===== config.mk =====
export PLATFORM = sky130hd
export DESIGN_NAME = iir_filter_transposed_df2_flat
export DESIGN_NICKNAME = d
export VERILOG_FILES = /design/src/hw/rtl/iir_pkg.sv /design/src/hw/rtl/iir_stream_if.sv /design/src/hw/rtl/iir_coef_store.sv /design/src/hw/rtl/iir_delay_store.sv /design/src/hw/rtl/iir_mac.sv /design/src/hw/rtl/iir_filter_transposed_df2.sv /design/src/flat_wrapper.sv
export SDC_FILE = /design/constraint.sdc
export NUM_CORES = 2
export LEC_CHECK = 0
export BUFFER_PORTS_ARGS = -buffer_cell sky130_fd_sc_hd__buf_2
export CORE_AREA = 2 2 386 388
export DETAILED_ROUTE_END_ITERATION = 7
export DIE_AREA = 0 0 388 390
export PLACE_DENSITY = 0.69
export SLEW_MARGIN = 20
export SYNTH_ARGS = -nofsm -noshare
export SYNTH_HDL_FRONTEND = slang
export SYNTH_HIERARCHICAL = 1
export SYNTH_SLANG_ARGS = --single-unit
export TNS_END_PERCENT = 20

===== constraint.sdc =====
create_clock -name clk -period 9.2 [get_ports clk]
set_input_delay 0.92 -clock clk [delete_from_list [all_inputs] [get_ports clk]]
set_output_delay 0.92 -clock clk [all_outputs]
set_load 0.05 [all_outputs]

===== src/hw/rtl/iir_pkg.sv =====
// Shared widths, command codes and control structs of the transposed direct form II IIR filter.
`default_nettype none

package iir_pkg;

  localparam int DEF_MAX_ORDER = 4;

  localparam int CMD_W    = 2;
  localparam int IDX_W    = 4;
  localparam int TAPCNT_W = 4;
  localparam int SAMPLE_W = 16;
  localparam int COEF_W   = 32;
  localparam int ACC_W    = 48;
  localparam int PROD_W   = COEF_W + SAMPLE_W;
  localparam int FRAC_W   = 24;
  localparam int SUM_W    = ACC_W + 2;

  typedef enum logic [CMD_W-1:0] {
    CMD_SAMPLE = 2'd0,
    CMD_WR_FF  = 2'd1,
    CMD_WR_FB  = 2'd2,
    CMD_CLEAR  = 2'd3
  } cmd_t;

  typedef struct packed {
    logic ld_x;
    logic y_pass;
    logic y_en;
    logic mul_en;
    logic mul_a;
    logic acc_en;
    logic z_zero;
  } mac_ctl_t;

  typedef struct packed {
    logic we_b;
    logic we_a;
    logic re;
  } cst_ctl_t;

  typedef struct packed {
    logic clr_all;
    logic clr_one;
    logic we;
    logic re;
  } dly_ctl_t;

endpackage

`default_nettype wire


===== src/hw/rtl/iir_stream_if.sv =====
// Valid/ready channel interfaces for filter commands and filtered samples.
`default_nettype none

interface iir_in_if;
  logic                                    valid;
  logic                                    ready;
  logic        [iir_pkg::CMD_W-1:0]        command;
  logic        [iir_pkg::IDX_W-1:0]        tap_index;
  logic signed [iir_pkg::COEF_W-1:0]       coefficient;
  logic signed [iir_pkg::SAMPLE_W-1:0]     sample_in;

  modport source(output valid, output command, output tap_index, output coefficient,
                 output sample_in, input ready);
  modport sink(input valid, input command, input tap_index, input coefficient,
               input sample_in, output ready);
endinterface

interface iir_out_if;
  logic                                valid;
  logic                                ready;
  logic signed [iir_pkg::SAMPLE_W-1:0] sample_out;
  logic                                saturated;

  modport source(output valid, output sample_out, output saturated, input ready);
  modport sink(input valid, input sample_out, input saturated, output ready);
endinterface

`default_nettype wire


===== src/hw/rtl/iir_coef_store.sv =====
// Coefficient memory holding feedforward and feedback lanes per tap, with per-lane valid bits.
`default_nettype none

module iir_coef_store #(
  parameter int DEPTH = 2 * iir_pkg::DEF_MAX_ORDER + 1
) (
  input  logic                              clk,
  input  logic                              rst_n,
  input  iir_pkg::cst_ctl_t                 ctl,
  input  logic [$clog2(DEPTH)-1:0]          waddr,
  input  logic signed [iir_pkg::COEF_W-1:0] wdata,
  input  logic [$clog2(DEPTH)-1:0]          raddr,
  output logic signed [iir_pkg::COEF_W-1:0] coef_b,
  output logic signed [iir_pkg::COEF_W-1:0] coef_a
);

  logic [1:0][iir_pkg::COEF_W-1:0] coef_mem_r [DEPTH];
  logic [1:0][iir_pkg::COEF_W-1:0] rdata_r;
  logic [DEPTH-1:0]                b_vld_r;
  logic [DEPTH-1:0]                a_vld_r;
  logic [1:0]                      rd_vld_r;

  always_ff @(posedge clk) begin
    if (ctl.we_b) begin
      coef_mem_r[waddr][0] <= wdata;
    end
    if (ctl.we_a) begin
      coef_mem_r[waddr][1] <= wdata;
    end
    if (ctl.re) begin
      rdata_r <= coef_mem_r[raddr];
    end
  end

  // A lane that was never written reads as zero.
  always_ff @(posedge clk) begin
    if (!rst_n) begin
      b_vld_r  <= '0;
      a_vld_r  <= '0;
      rd_vld_r <= '0;
    end else begin
      if (ctl.we_b) begin
        b_vld_r[waddr] <= 1'b1;
      end
      if (ctl.we_a) begin
        a_vld_r[waddr] <= 1'b1;
      end
      if (ctl.re) begin
        rd_vld_r <= {a_vld_r[raddr], b_vld_r[raddr]};
      end
    end
  end

  assign coef_b = rd_vld_r[0] ? rdata_r[0] : '0;
  assign coef_a = rd_vld_r[1] ? rdata_r[1] : '0;

endmodule

`default_nettype wire


===== src/hw/rtl/iir_delay_store.sv =====
// Delay-line memory with per-entry valid bits, so that clearing resets valid bits, not memory words.
`default_nettype none

module iir_delay_store #(
  parameter int DEPTH = 2 * iir_pkg::DEF_MAX_ORDER
) (
  input  logic                             clk,
  input  logic                             rst_n,
  input  iir_pkg::dly_ctl_t                ctl,
  input  logic [$clog2(DEPTH)-1:0]         clr_idx,
  input  logic [$clog2(DEPTH)-1:0]         waddr,
  input  logic signed [iir_pkg::ACC_W-1:0] wdata,
  input  logic [$clog2(DEPTH)-1:0]         raddr,
  output logic signed [iir_pkg::ACC_W-1:0] z
);

  logic [iir_pkg::ACC_W-1:0] dly_mem_r [DEPTH];
  logic [iir_pkg::ACC_W-1:0] rdata_r;
  logic [DEPTH-1:0]          vld_r;
  logic                      rd_vld_r;

  always_ff @(posedge clk) begin
    if (ctl.we) begin
      dly_mem_r[waddr] <= wdata;
    end
    if (ctl.re) begin
      rdata_r <= dly_mem_r[raddr];
    end
  end

  // An entry that is not valid reads as zero, so clearing only touches valid bits.
  always_ff @(posedge clk) begin
    if (!rst_n) begin
      vld_r    <= '0;
      rd_vld_r <= 1'b0;
    end else begin
      if (ctl.clr_one) begin
        vld_r[clr_idx] <= 1'b0;
      end
      if (ctl.we) begin
        vld_r[waddr] <= 1'b1;
      end
      if (ctl.clr_all) begin
        vld_r <= '0;
      end
      if (ctl.re) begin
        rd_vld_r <= vld_r[raddr];
      end
    end
  end

  assign z = rd_vld_r ? rdata_r : '0;

endmodule

`default_nettype wire


===== src/hw/rtl/iir_mac.sv =====
// Shared multiply-accumulate datapath with output rounding and clipping and delay saturation.
`default_nettype none

module iir_mac (
  input  logic                                clk,
  input  iir_pkg::mac_ctl_t                   ctl,
  input  logic signed [iir_pkg::SAMPLE_W-1:0] x_in,
  input  logic signed [iir_pkg::COEF_W-1:0]   coef_b,
  input  logic signed [iir_pkg::COEF_W-1:0]   coef_a,
  input  logic signed [iir_pkg::ACC_W-1:0]    z_in,
  output logic signed [iir_pkg::SAMPLE_W-1:0] y,
  output logic                                sat,
  output logic signed [iir_pkg::ACC_W-1:0]    wb_data
);

  localparam int SW = iir_pkg::SAMPLE_W;
  localparam int AW = iir_pkg::ACC_W;
  localparam int UW = iir_pkg::SUM_W;
  localparam int QW = UW - iir_pkg::FRAC_W;
  localparam logic signed [UW-1:0] ROUND_C = UW'(1) << (iir_pkg::FRAC_W - 1);
  localparam logic signed [SW-1:0] Y_MAX = {1'b0, {(SW-1){1'b1}}};
  localparam logic signed [SW-1:0] Y_MIN = {1'b1, {(SW-1){1'b0}}};
  localparam logic signed [AW-1:0] Z_MAX = {1'b0, {(AW-1){1'b1}}};
  localparam logic signed [AW-1:0] Z_MIN = {1'b1, {(AW-1){1'b0}}};

  logic signed [SW-1:0]               x_r;
  logic signed [SW-1:0]               y_r;
  logic                               sat_r;
  logic signed [iir_pkg::PROD_W-1:0]  prod_r;
  logic signed [AW:0]                 acc_r;

  logic signed [iir_pkg::COEF_W-1:0]  mul_coef;
  logic signed [SW-1:0]               mul_opnd;
  logic signed [iir_pkg::PROD_W-1:0]  prod_nxt;
  logic signed [AW-1:0]               z_eff;
  logic signed [AW:0]                 acc_nxt;
  logic signed [UW-1:0]               ysum;
  logic        [QW-1:0]               yq;
  logic        [QW-SW:0]              yq_top;
  logic                               y_fits;
  logic signed [SW-1:0]               y_nxt;
  logic signed [UW-1:0]               diff;
  logic        [UW-AW:0]              diff_top;

  assign mul_coef = ctl.mul_a ? coef_a : coef_b;
  assign mul_opnd = ctl.mul_a ? y_r : x_r;
  assign prod_nxt = mul_coef * mul_opnd;
  assign z_eff    = ctl.z_zero ? '0 : z_in;
  assign acc_nxt  = (AW + 1)'(prod_r) + (AW + 1)'(z_eff);

  // Round half up to an integer, then clip to the sample range.
  assign ysum   = UW'(prod_r) + UW'(z_eff) + ROUND_C;
  assign yq     = ysum[UW-1:iir_pkg::FRAC_W];
  assign yq_top = yq[QW-1:SW-1];
  assign y_fits = (&yq_top) || !(|yq_top);
  assign y_nxt  = y_fits ? yq[SW-1:0] : (yq[QW-1] ? Y_MIN : Y_MAX);

  assign diff     = UW'(acc_r) - UW'(prod_r);
  assign diff_top = diff[UW-1:AW-1];
  assign wb_data  = ((&diff_top) || !(|diff_top)) ? diff[AW-1:0]
                                                  : (diff[UW-1] ? Z_MIN : Z_MAX);

  always_ff @(posedge clk) begin
    if (ctl.ld_x) begin
      x_r <= x_in;
    end
    if (ctl.mul_en) begin
      prod_r <= prod_nxt;
    end
    if (ctl.acc_en) begin
      acc_r <= acc_nxt;
    end
    if (ctl.y_pass) begin
      y_r   <= x_in;
      sat_r <= 1'b0;
    end else if (ctl.y_en) begin
      y_r   <= y_nxt;
      sat_r <= !y_fits;
    end
  end

  assign y   = y_r;
  assign sat = sat_r;

endmodule

`default_nettype wire


===== src/hw/rtl/iir_filter_transposed_df2.sv =====
// Top level of the fixed-point transposed direct form II IIR filter with its tap sequencer.
//
// Coefficient writes and delay clears complete in the cycle they are accepted. A sample
// transaction with n active taps (tap_count limited to 2*MAX_ORDER+1) occupies the block
// until the sequencer is back in idle and takes no new command meanwhile: P and Q for tap
// zero, PUT, and with more taps P and Q for each of them and WB; pass-through is PUT only.
// One shared 32x16 multiplier forms two products per tap after tap zero (feedforward times
// the input, feedback times the output) and only the first for tap zero; each tap's
// memories are read ahead of its P state. The result is formed in tap zero's Q state and
// registered in PUT, and the remaining delay updates continue behind it; if the previous
// result has not yet been taken, the sequencer holds until the output register is free.
`default_nettype none

module iir_filter_transposed_df2 #(
  parameter int MAX_ORDER = iir_pkg::DEF_MAX_ORDER
) (
  input  logic                            clk,
  input  logic                            rst_n,
  iir_in_if.sink                          in_ch,
  iir_out_if.source                       out_ch,
  input  logic                            cfg_we,
  input  logic [iir_pkg::TAPCNT_W-1:0]    cfg_wdata
);

  localparam int NUM_TAPS   = 2 * MAX_ORDER + 1;
  localparam int NUM_DELAYS = 2 * MAX_ORDER;
  localparam int NW         = $clog2(NUM_TAPS + 1);
  localparam int CW         = $clog2(NUM_TAPS);
  localparam int DW         = $clog2(NUM_DELAYS);

  typedef enum logic [2:0] {
    S_IDLE,
    S_P,
    S_Q,
    S_PUT,
    S_WB
  } state_t;

  state_t                            state_r, state_nxt;
  logic [iir_pkg::TAPCNT_W-1:0]      tap_count_r;
  logic [NW-1:0]                     n_r, n_nxt;
  logic [NW-1:0]                     tap_r, tap_nxt;
  logic                              pend_r, pend_nxt;
  logic [DW-1:0]                     wb_addr_r, wb_addr_nxt;
  logic                              out_valid_r;
  logic signed [iir_pkg::SAMPLE_W-1:0] out_sample_r;
  logic                              out_sat_r;

  logic                              accept;
  iir_pkg::cmd_t                     in_cmd;
  logic                              tap_in_range;
  logic [NW-1:0]                     n_cfg;
  logic [NW-1:0]                     n_cfg_m1;
  logic [NW-1:0]                     tap_inc;
  logic [NW-1:0]                     tap_dec;
  logic                              last_tap;
  logic                              out_free;
  logic                              load_out;
  logic [NW-1:0]                     rd_addr;

  iir_pkg::mac_ctl_t                 mac_ctl;
  iir_pkg::cst_ctl_t                 cst_ctl;
  iir_pkg::dly_ctl_t                 dly_ctl;
  logic signed [iir_pkg::COEF_W-1:0]   coef_b;
  logic signed [iir_pkg::COEF_W-1:0]   coef_a;
  logic signed [iir_pkg::ACC_W-1:0]    z;
  logic signed [iir_pkg::SAMPLE_W-1:0] y;
  logic                                sat;
  logic signed [iir_pkg::ACC_W-1:0]    wb_data;
  logic [DW-1:0]                       dly_raddr;

  assign accept       = in_ch.valid && in_ch.ready;
  assign in_cmd       = iir_pkg::cmd_t'(in_ch.command);
  assign tap_in_range = 32'(in_ch.tap_index) < NUM_TAPS;
  assign n_cfg        = (32'(tap_count_r) > NUM_TAPS) ? NW'(NUM_TAPS) : NW'(tap_count_r);
  assign n_cfg_m1     = n_cfg - NW'(1);
  assign tap_inc      = tap_r + NW'(1);
  assign tap_dec      = tap_r - NW'(1);
  assign last_tap     = (tap_r == n_r - NW'(1));
  assign out_free     = !out_valid_r || out_ch.ready;
  assign dly_raddr    = rd_addr[DW-1:0];

  assign in_ch.ready       = (state_r == S_IDLE);
  assign out_ch.valid      = out_valid_r;
  assign out_ch.sample_out = out_sample_r;
  assign out_ch.saturated  = out_sat_r;

  // Tap i uses states P and Q: P forms b[i]*x and retires the previous tap's delay update,
  // Q forms a[i]*y, accumulates b[i]*x + z[i] and fetches tap i+1. Tap zero produces y.
  always_comb begin
    state_nxt   = state_r;
    n_nxt       = n_r;
    tap_nxt     = tap_r;
    pend_nxt    = pend_r;
    wb_addr_nxt = wb_addr_r;
    load_out    = 1'b0;
    rd_addr     = '0;
    mac_ctl     = '0;
    cst_ctl     = '0;
    dly_ctl     = '0;
    unique case (state_r)
      S_IDLE: begin
        if (accept) begin
          unique case (in_cmd)
            iir_pkg::CMD_WR_FF: begin
              cst_ctl.we_b = tap_in_range;
            end
            iir_pkg::CMD_WR_FB: begin
              cst_ctl.we_a = tap_in_range;
            end
            iir_pkg::CMD_CLEAR: begin
              dly_ctl.clr_all = 1'b1;
            end
            iir_pkg::CMD_SAMPLE: begin
              mac_ctl.ld_x = 1'b1;
              n_nxt        = n_cfg;
              tap_nxt      = '0;
              pend_nxt     = 1'b0;
              if (n_cfg == '0) begin
                mac_ctl.y_pass = 1'b1;
                state_nxt      = S_PUT;
              end else begin
                cst_ctl.re      = 1'b1;
                dly_ctl.re      = 1'b1;
                dly_ctl.clr_one = (n_cfg <= NW'(NUM_DELAYS));
                state_nxt       = S_P;
              end
            end
          endcase
        end
      end
      S_P: begin
        mac_ctl.mul_en = 1'b1;
        dly_ctl.we     = pend_r;
        pend_nxt       = 1'b0;
        state_nxt      = S_Q;
      end
      S_Q: begin
        mac_ctl.z_zero = last_tap;
        tap_nxt        = tap_inc;
        if (tap_r == '0) begin
          mac_ctl.y_en = 1'b1;
        end else begin
          mac_ctl.acc_en = 1'b1;
          mac_ctl.mul_en = 1'b1;
          mac_ctl.mul_a  = 1'b1;
          pend_nxt       = 1'b1;
          wb_addr_nxt    = tap_dec[DW-1:0];
        end
        if (tap_inc < n_r) begin
          cst_ctl.re = 1'b1;
          dly_ctl.re = (tap_inc < NW'(NUM_DELAYS));
          rd_addr    = tap_inc;
        end
        if (tap_r == '0) begin
          state_nxt = S_PUT;
        end else if (tap_inc < n_r) begin
          state_nxt = S_P;
        end else begin
          state_nxt = S_WB;
        end
      end
      S_PUT: begin
        if (out_free) begin
          load_out  = 1'b1;
          state_nxt = (tap_r < n_r) ? S_P : S_IDLE;
        end
      end
      S_WB: begin
        dly_ctl.we = 1'b1;
        pend_nxt   = 1'b0;
        state_nxt  = S_IDLE;
      end
      default: begin
        state_nxt = S_IDLE;
      end
    endcase
  end

  always_ff @(posedge clk) begin
    if (!rst_n) begin
      state_r     <= S_IDLE;
      tap_count_r <= '0;
      n_r         <= '0;
      tap_r       <= '0;
      pend_r      <= 1'b0;
      wb_addr_r   <= '0;
      out_valid_r <= 1'b0;
    end else begin
      state_r   <= state_nxt;
      n_r       <= n_nxt;
      tap_r     <= tap_nxt;
      pend_r    <= pend_nxt;
      wb_addr_r <= wb_addr_nxt;
      if (cfg_we) begin
        tap_count_r <= cfg_wdata;
      end
      if (load_out) begin
        out_valid_r  <= 1'b1;
        out_sample_r <= y;
        out_sat_r    <= sat;
      end else if (out_ch.ready) begin
        out_valid_r <= 1'b0;
      end
    end
  end

  iir_coef_store #(
    .DEPTH (NUM_TAPS)
  ) u_coef (
    .clk    (clk),
    .rst_n  (rst_n),
    .ctl    (cst_ctl),
    .waddr  (CW'(in_ch.tap_index)),
    .wdata  (in_ch.coefficient),
    .raddr  (rd_addr[CW-1:0]),
    .coef_b (coef_b),
    .coef_a (coef_a)
  );

  iir_delay_store #(
    .DEPTH (NUM_DELAYS)
  ) u_delay (
    .clk     (clk),
    .rst_n   (rst_n),
    .ctl     (dly_ctl),
    .clr_idx (n_cfg_m1[DW-1:0]),
    .waddr   (wb_addr_r),
    .wdata   (wb_data),
    .raddr   (dly_raddr),
    .z       (z)
  );

  iir_mac u_mac (
    .clk     (clk),
    .ctl     (mac_ctl),
    .x_in    (in_ch.sample_in),
    .coef_b  (coef_b),
    .coef_a  (coef_a),
    .z_in    (z),
    .y       (y),
    .sat     (sat),
    .wb_data (wb_data)
  );

  a_no_raw_hazard: assert property (@(posedge clk) disable iff (!rst_n)
    (pend_r && dly_ctl.re) |-> (dly_raddr != wb_addr_r))
    else $error("delay read hits an entry whose update is still pending");

  a_tap_bound: assert property (@(posedge clk) disable iff (!rst_n)
    (state_r != S_IDLE) |-> (tap_r <= n_r))
    else $error("tap counter ran past the active tap count");

  a_put_loads: assert property (@(posedge clk) disable iff (!rst_n)
    (state_r == S_PUT && out_free) |=> out_valid_r)
    else $error("result slot not filled after leaving the output state");

  a_wb_pending: assert property (@(posedge clk) disable iff (!rst_n)
    (state_r == S_WB) |-> pend_r)
    else $error("final delay write-back without a pending update");

  a_sample_busy: assert property (@(posedge clk) disable iff (!rst_n)
    (accept && in_cmd == iir_pkg::CMD_SAMPLE) |=> (state_r != S_IDLE))
    else $error("sample transaction did not start the sequencer");

endmodule

`default_nettype wire


===== src/flat_wrapper.sv =====
// flat-port wrapper written by rule: the top's interface ports become plain ports
module iir_filter_transposed_df2_flat 
#(
  parameter int MAX_ORDER = iir_pkg::DEF_MAX_ORDER
)
  (clk, rst_n, cfg_we, cfg_wdata, in_ch_valid, in_ch_command, in_ch_tap_index, in_ch_coefficient, in_ch_sample_in, in_ch_ready, out_ch_valid, out_ch_sample_out, out_ch_saturated, out_ch_ready);
  iir_in_if in_ch_i ();
  iir_out_if out_ch_i ();
  input  logic clk;
  input  logic rst_n;
  input  logic cfg_we;
  input  logic [iir_pkg::TAPCNT_W-1:0] cfg_wdata;
  input wire logic [$bits(in_ch_i.valid)-1:0] in_ch_valid;
  input wire logic [$bits(in_ch_i.command)-1:0] in_ch_command;
  input wire logic [$bits(in_ch_i.tap_index)-1:0] in_ch_tap_index;
  input wire logic [$bits(in_ch_i.coefficient)-1:0] in_ch_coefficient;
  input wire logic [$bits(in_ch_i.sample_in)-1:0] in_ch_sample_in;
  output wire logic [$bits(in_ch_i.ready)-1:0] in_ch_ready;
  output wire logic [$bits(out_ch_i.valid)-1:0] out_ch_valid;
  output wire logic [$bits(out_ch_i.sample_out)-1:0] out_ch_sample_out;
  output wire logic [$bits(out_ch_i.saturated)-1:0] out_ch_saturated;
  input wire logic [$bits(out_ch_i.ready)-1:0] out_ch_ready;
  assign in_ch_i.valid = in_ch_valid;
  assign in_ch_i.command = in_ch_command;
  assign in_ch_i.tap_index = in_ch_tap_index;
  assign in_ch_i.coefficient = in_ch_coefficient;
  assign in_ch_i.sample_in = in_ch_sample_in;
  assign in_ch_ready = in_ch_i.ready;
  assign out_ch_valid = out_ch_i.valid;
  assign out_ch_sample_out = out_ch_i.sample_out;
  assign out_ch_saturated = out_ch_i.saturated;
  assign out_ch_i.ready = out_ch_ready;
  iir_filter_transposed_df2 #(.MAX_ORDER(MAX_ORDER)) u_core (.clk(clk), .rst_n(rst_n), .in_ch(in_ch_i), .out_ch(out_ch_i), .cfg_we(cfg_we), .cfg_wdata(cfg_wdata));
endmodule

==> results.md <==
* Outcome: finished with violations
* Failing checks: DRC
* Slowest cell delay on critical path at between 0.5 and 0.6 ns
* Min Tclk post-route at 8.82 ns
* Final wirelength at around 190 mm
* Yosys reg bits at ~1,300
* Via density per instance at 5.97
* Initial DRC Count at 4,940
* Final setup vio count at 0
* Largest net degree at the start of global routing at ~130
* Synth warnings at 6
* Final Max Slew Viols at 0
* Hold Crit Class: primary input to flip-flop
* RSZ-0062 raised after global routing: false
* Area delta synth->final at 9.67%
* Synth Flop Type: edfxtp_1
* Initial antenna violation count at 10
* Antenna Cells at 0
* CP Data Required Time at between 9 and 10 ns
* CTS root buffer: clkbuf_16
* Post-DR wirelength/cell at between 20 and 30 um
* DRT Pass-1 Iters at 8
* Async SR Flop Fraction at 0%
* Final Skew at roughly 0.052 ns
* CP Launch Type: flip-flop
* Final Hold Viols at 0
* Synth cell types at 99
* F_max at about 110 MHz
* CP endpoint kind: flip-flop
* Syn Nets at 6,321
* Post-synthesis adder-cell area fraction at 18.9%
* Hpwl dp at approximately 130 mm
* Max clock buf depth at 3
* Crit path DAT at between 9 and 10 ns
* Register area at 37,600 um2
* Largest family of logic cells by synthesized area: adder cells
* Synthesized area at 74,600 um2
* Die area at about 150,000 um2
* H-tree levels at 4
* Hold Path Stages at 1
* Cell depth of the worst flop-to-flop path at 30
* RR Startpoint: u_core/tap_r[0]
* VDD IR max at 0.208 mV
* Site Rows at ~140
* Actual slew at the worst max-slew pin at 1.30 ns
* Filler cells at ~12,000
* Antenna-violating nets left at 0
* GRT Residual Overflow at 0
* Ports at just over 80
* Clock-pin slew on the worst setup and hold paths at about 0.060 ns
* Syn Inst Count at 5,452
* CP max FO at 27
* Period Utilization, post-route at about 96%
* GPL Wtd Cong at 0.971
* Sum Neg Setup Slack at 0 ns
* Multiplexer area fraction after synthesis at under 10%
* Crit-path slowest cell: mux2i_2
* Clk sinks at 1,268
* Post-Synth Simple-Gate Area at 7.52%
* TritonCTS buffer count at approximately 130
* Post-Synth XOR/XNOR Area at 1.96%
* Total Power at ~14 mW
* Number of flops mapped to enable cells by yosys at 1,218
* Tot GR Track Use at around 26%
* Most used cell, CP: fa_1
* DR vias at roughly 45,000
* PortBufs at 81
* HP Start: in_ch_sample_in[14]
* Synth Area in Compound Gates at under 10%
* Hold endpoint: u_core/u_mac/x_r[14]
* Mean Syn Cell Area at around 14 um2
* Reg2Reg Capture Point: u_core/u_mac/prod_r[47]
* Starting density of the core at 50.7%
* Worst reg-to-reg setup slack at approximately 0.38 ns
* Commonest cells after routing, fill and taps aside: 1,218 x edfxtp_1, 724 x inv_1, 533 x fa_1, 429 x nand2_1, 337 x nor2_1
* DIE HEIGHT at slightly below 400 um
* Most common cell after layout, fill and taps aside: edfxtp_1
* Slew margin rel. at approximately 12%
* DR DRC count at 2
* Placeable core area at between 100,000 and 150,000 um2
* Die Width at 388 um
* Nets at 6,446
* Sequential element share of the synthesized area at between 50% and 60%
* PD cells at about 170 nW/um2
* Worst skew pair latency at about 0.79 ns
* Multi-input logic area at between 30,000 and 40,000 um2
* # Post-CTS Setup Buffers at 0
* Layout cell share with drive strength beyond 1 at 11.7%
* Vias in the first global route at 46,412
* CTS tree: done
* First-pass GRT wire length at a little under 300 mm
* Max Cap Viol at 0
* Core Util, Final at a little under three fifths
* Leakage at between 30 and 40 nW
* Worst setup path class: flip-flop to flip-flop
[critical path, delay by kind of cell (launching register included)]
kind / cells / cell delay [ns]
adder cells (fa/ha/maj): 8 / 3.60
AND/OR/NAND/NOR: 1 / 0.08
XOR/XNOR: 1 / 0.14
multiplexers: 1 / 0.56
flip-flops: 1 / 0.48
buffers and inverters: 8 / 1.11
AO/OA/AOI/OAI: 11 / 2.54
[layout make-up]
type,instances,area share (%)
Sequential cell,1268,45.9
Clock buffer,163,4.17
Inverter,730,3.35
Tap cell,1930,2.95
Multi-Input combinational cell,3256,41.0
Clock inverter,72,1.03
Timing Repair Buffer,190,1.58
[how the worst max path moves through the flow]
| stage | start | endpoint | slack (ns) | depth (start not counted) |
|---|---|---|---|---|
| 6_report | u_core/tap_r[0] | u_core/u_mac/prod_r[47] | 0.38 | 30 |
| 3_5_place_dp | u_core/tap_r[0] | u_core/u_mac/prod_r[47] | 0.42 | 30 |
| 2_1_floorplan | u_core/state_r[2] | u_core/u_mac/prod_r[44] | 0.09 | 31 |
| 5_1_grt | u_core/tap_r[0] | u_core/u_mac/prod_r[44] | 0.02 | 30 |
| 4_1_cts | u_core/tap_r[0] | u_core/u_mac/prod_r[47] | 0.40 | 30 |
| 3_3_place_gp | u_core/state_r[2] | u_core/u_mac/prod_r[47] | 0.59 | 27 |
[synth_stat cells (all sizes together) (41+ instances only)]
| cell | count | area [um2] |
|---|---|---|
| a21o | 80 | 601 |
| a21oi | 154 | 786 |
| a222oi | 64 | 641 |
| a31oi | 41 | 263 |
| and2 | 126 | 788 |
| buf | 74 | 577 |
| clkbuf | 124 | 465 |
| dfxtp | 50 | 1000 |
| edfxtp | 1218 | 36600 |
| fa | 533 | 10700 |
| ha | 273 | 3420 |
| inv | 729 | 2740 |
| mux2 | 94 | 1060 |
| mux2i | 60 | 601 |
| mux4 | 229 | 5610 |
| nand2 | 430 | 1610 |
| nand3 | 47 | 248 |
| nor2 | 361 | 1360 |
| nor2b | 75 | 469 |
| o21ai | 131 | 656 |
| xnor2 | 96 | 841 |
| xor2 | 71 | 622 |
[routing by layer]
metal | track usage, % | share of wire (%) | wire (um)
met3 | 5.02 | 9.2 | 17500
met4 | 7.20 | 2.7 | 5160
met1 | 36.6 | 41 | 79300
met5 | 0 | 0.032 | 62
met2 | 40.0 | 47 | 89100
[sequential cells by signal, indices dropped and copies added (netlist names), 2 cells and up]
| register | count |
|---|---|
| u_core/u_mac/y | 16 |
| u_core/tap_r | 4 |
| u_core/n_r | 4 |
| u_core/u_delay/rdata_r | 48 |
| u_core/u_coef/rd_vld_r | 2 |
| u_core/u_delay/dly_mem_r | 384 |
| u_core/u_coef/rdata_r | 64 |
| u_core/wb_addr_r | 3 |
| u_core/u_coef/a_vld_r | 9 |
| u_core/u_coef/b_vld_r | 9 |
| u_core/u_delay/vld_r | 8 |
| u_core/u_coef/coef_mem_r | 576 |
| u_core/u_mac/x_r | 16 |
| u_core/state_r | 3 |
| u_core/out_ch.sample_out | 16 |
| u_core/tap_count_r | 4 |
| u_core/u_mac/prod_r | 48 |
| u_core/u_mac/acc_r | 49 |
[power breakdown]
group,switching (mW),internal (mW)
Combinational,1.19,0.552
Sequential,0.0972,6.72
Clock,2.31,2.87
[timing repair]
item / 4_1_cts / 5_1_grt
gates resized for setup: 0 / 5
hold buffers: 0 / 0
setup endpoints to repair: 0 / 3
[through the flow]
step	worst slack, ns	std cells	hold WS, ns	area (um2)
global route	0.0199	7609	0.358	81800
finish	0.376	7609	0.386	81800
global placement	0.594	7374	0.439	77500
floorplan	0.0931	5452	0.400	74600
detailed placement	0.416	7374	0.447	77500
CTS	0.399	7609	0.322	81800
[kinds of logic after synthesis]
logic type,after synthesis
and+or+nand+nor,1208
xor gates and xnor gates,167
adders and majority gates,806
buffers and inverters,928
muxes,383
AOI/OAI and AO/OA,692
DFF,1268
Power figures use the tool's default switching activity.
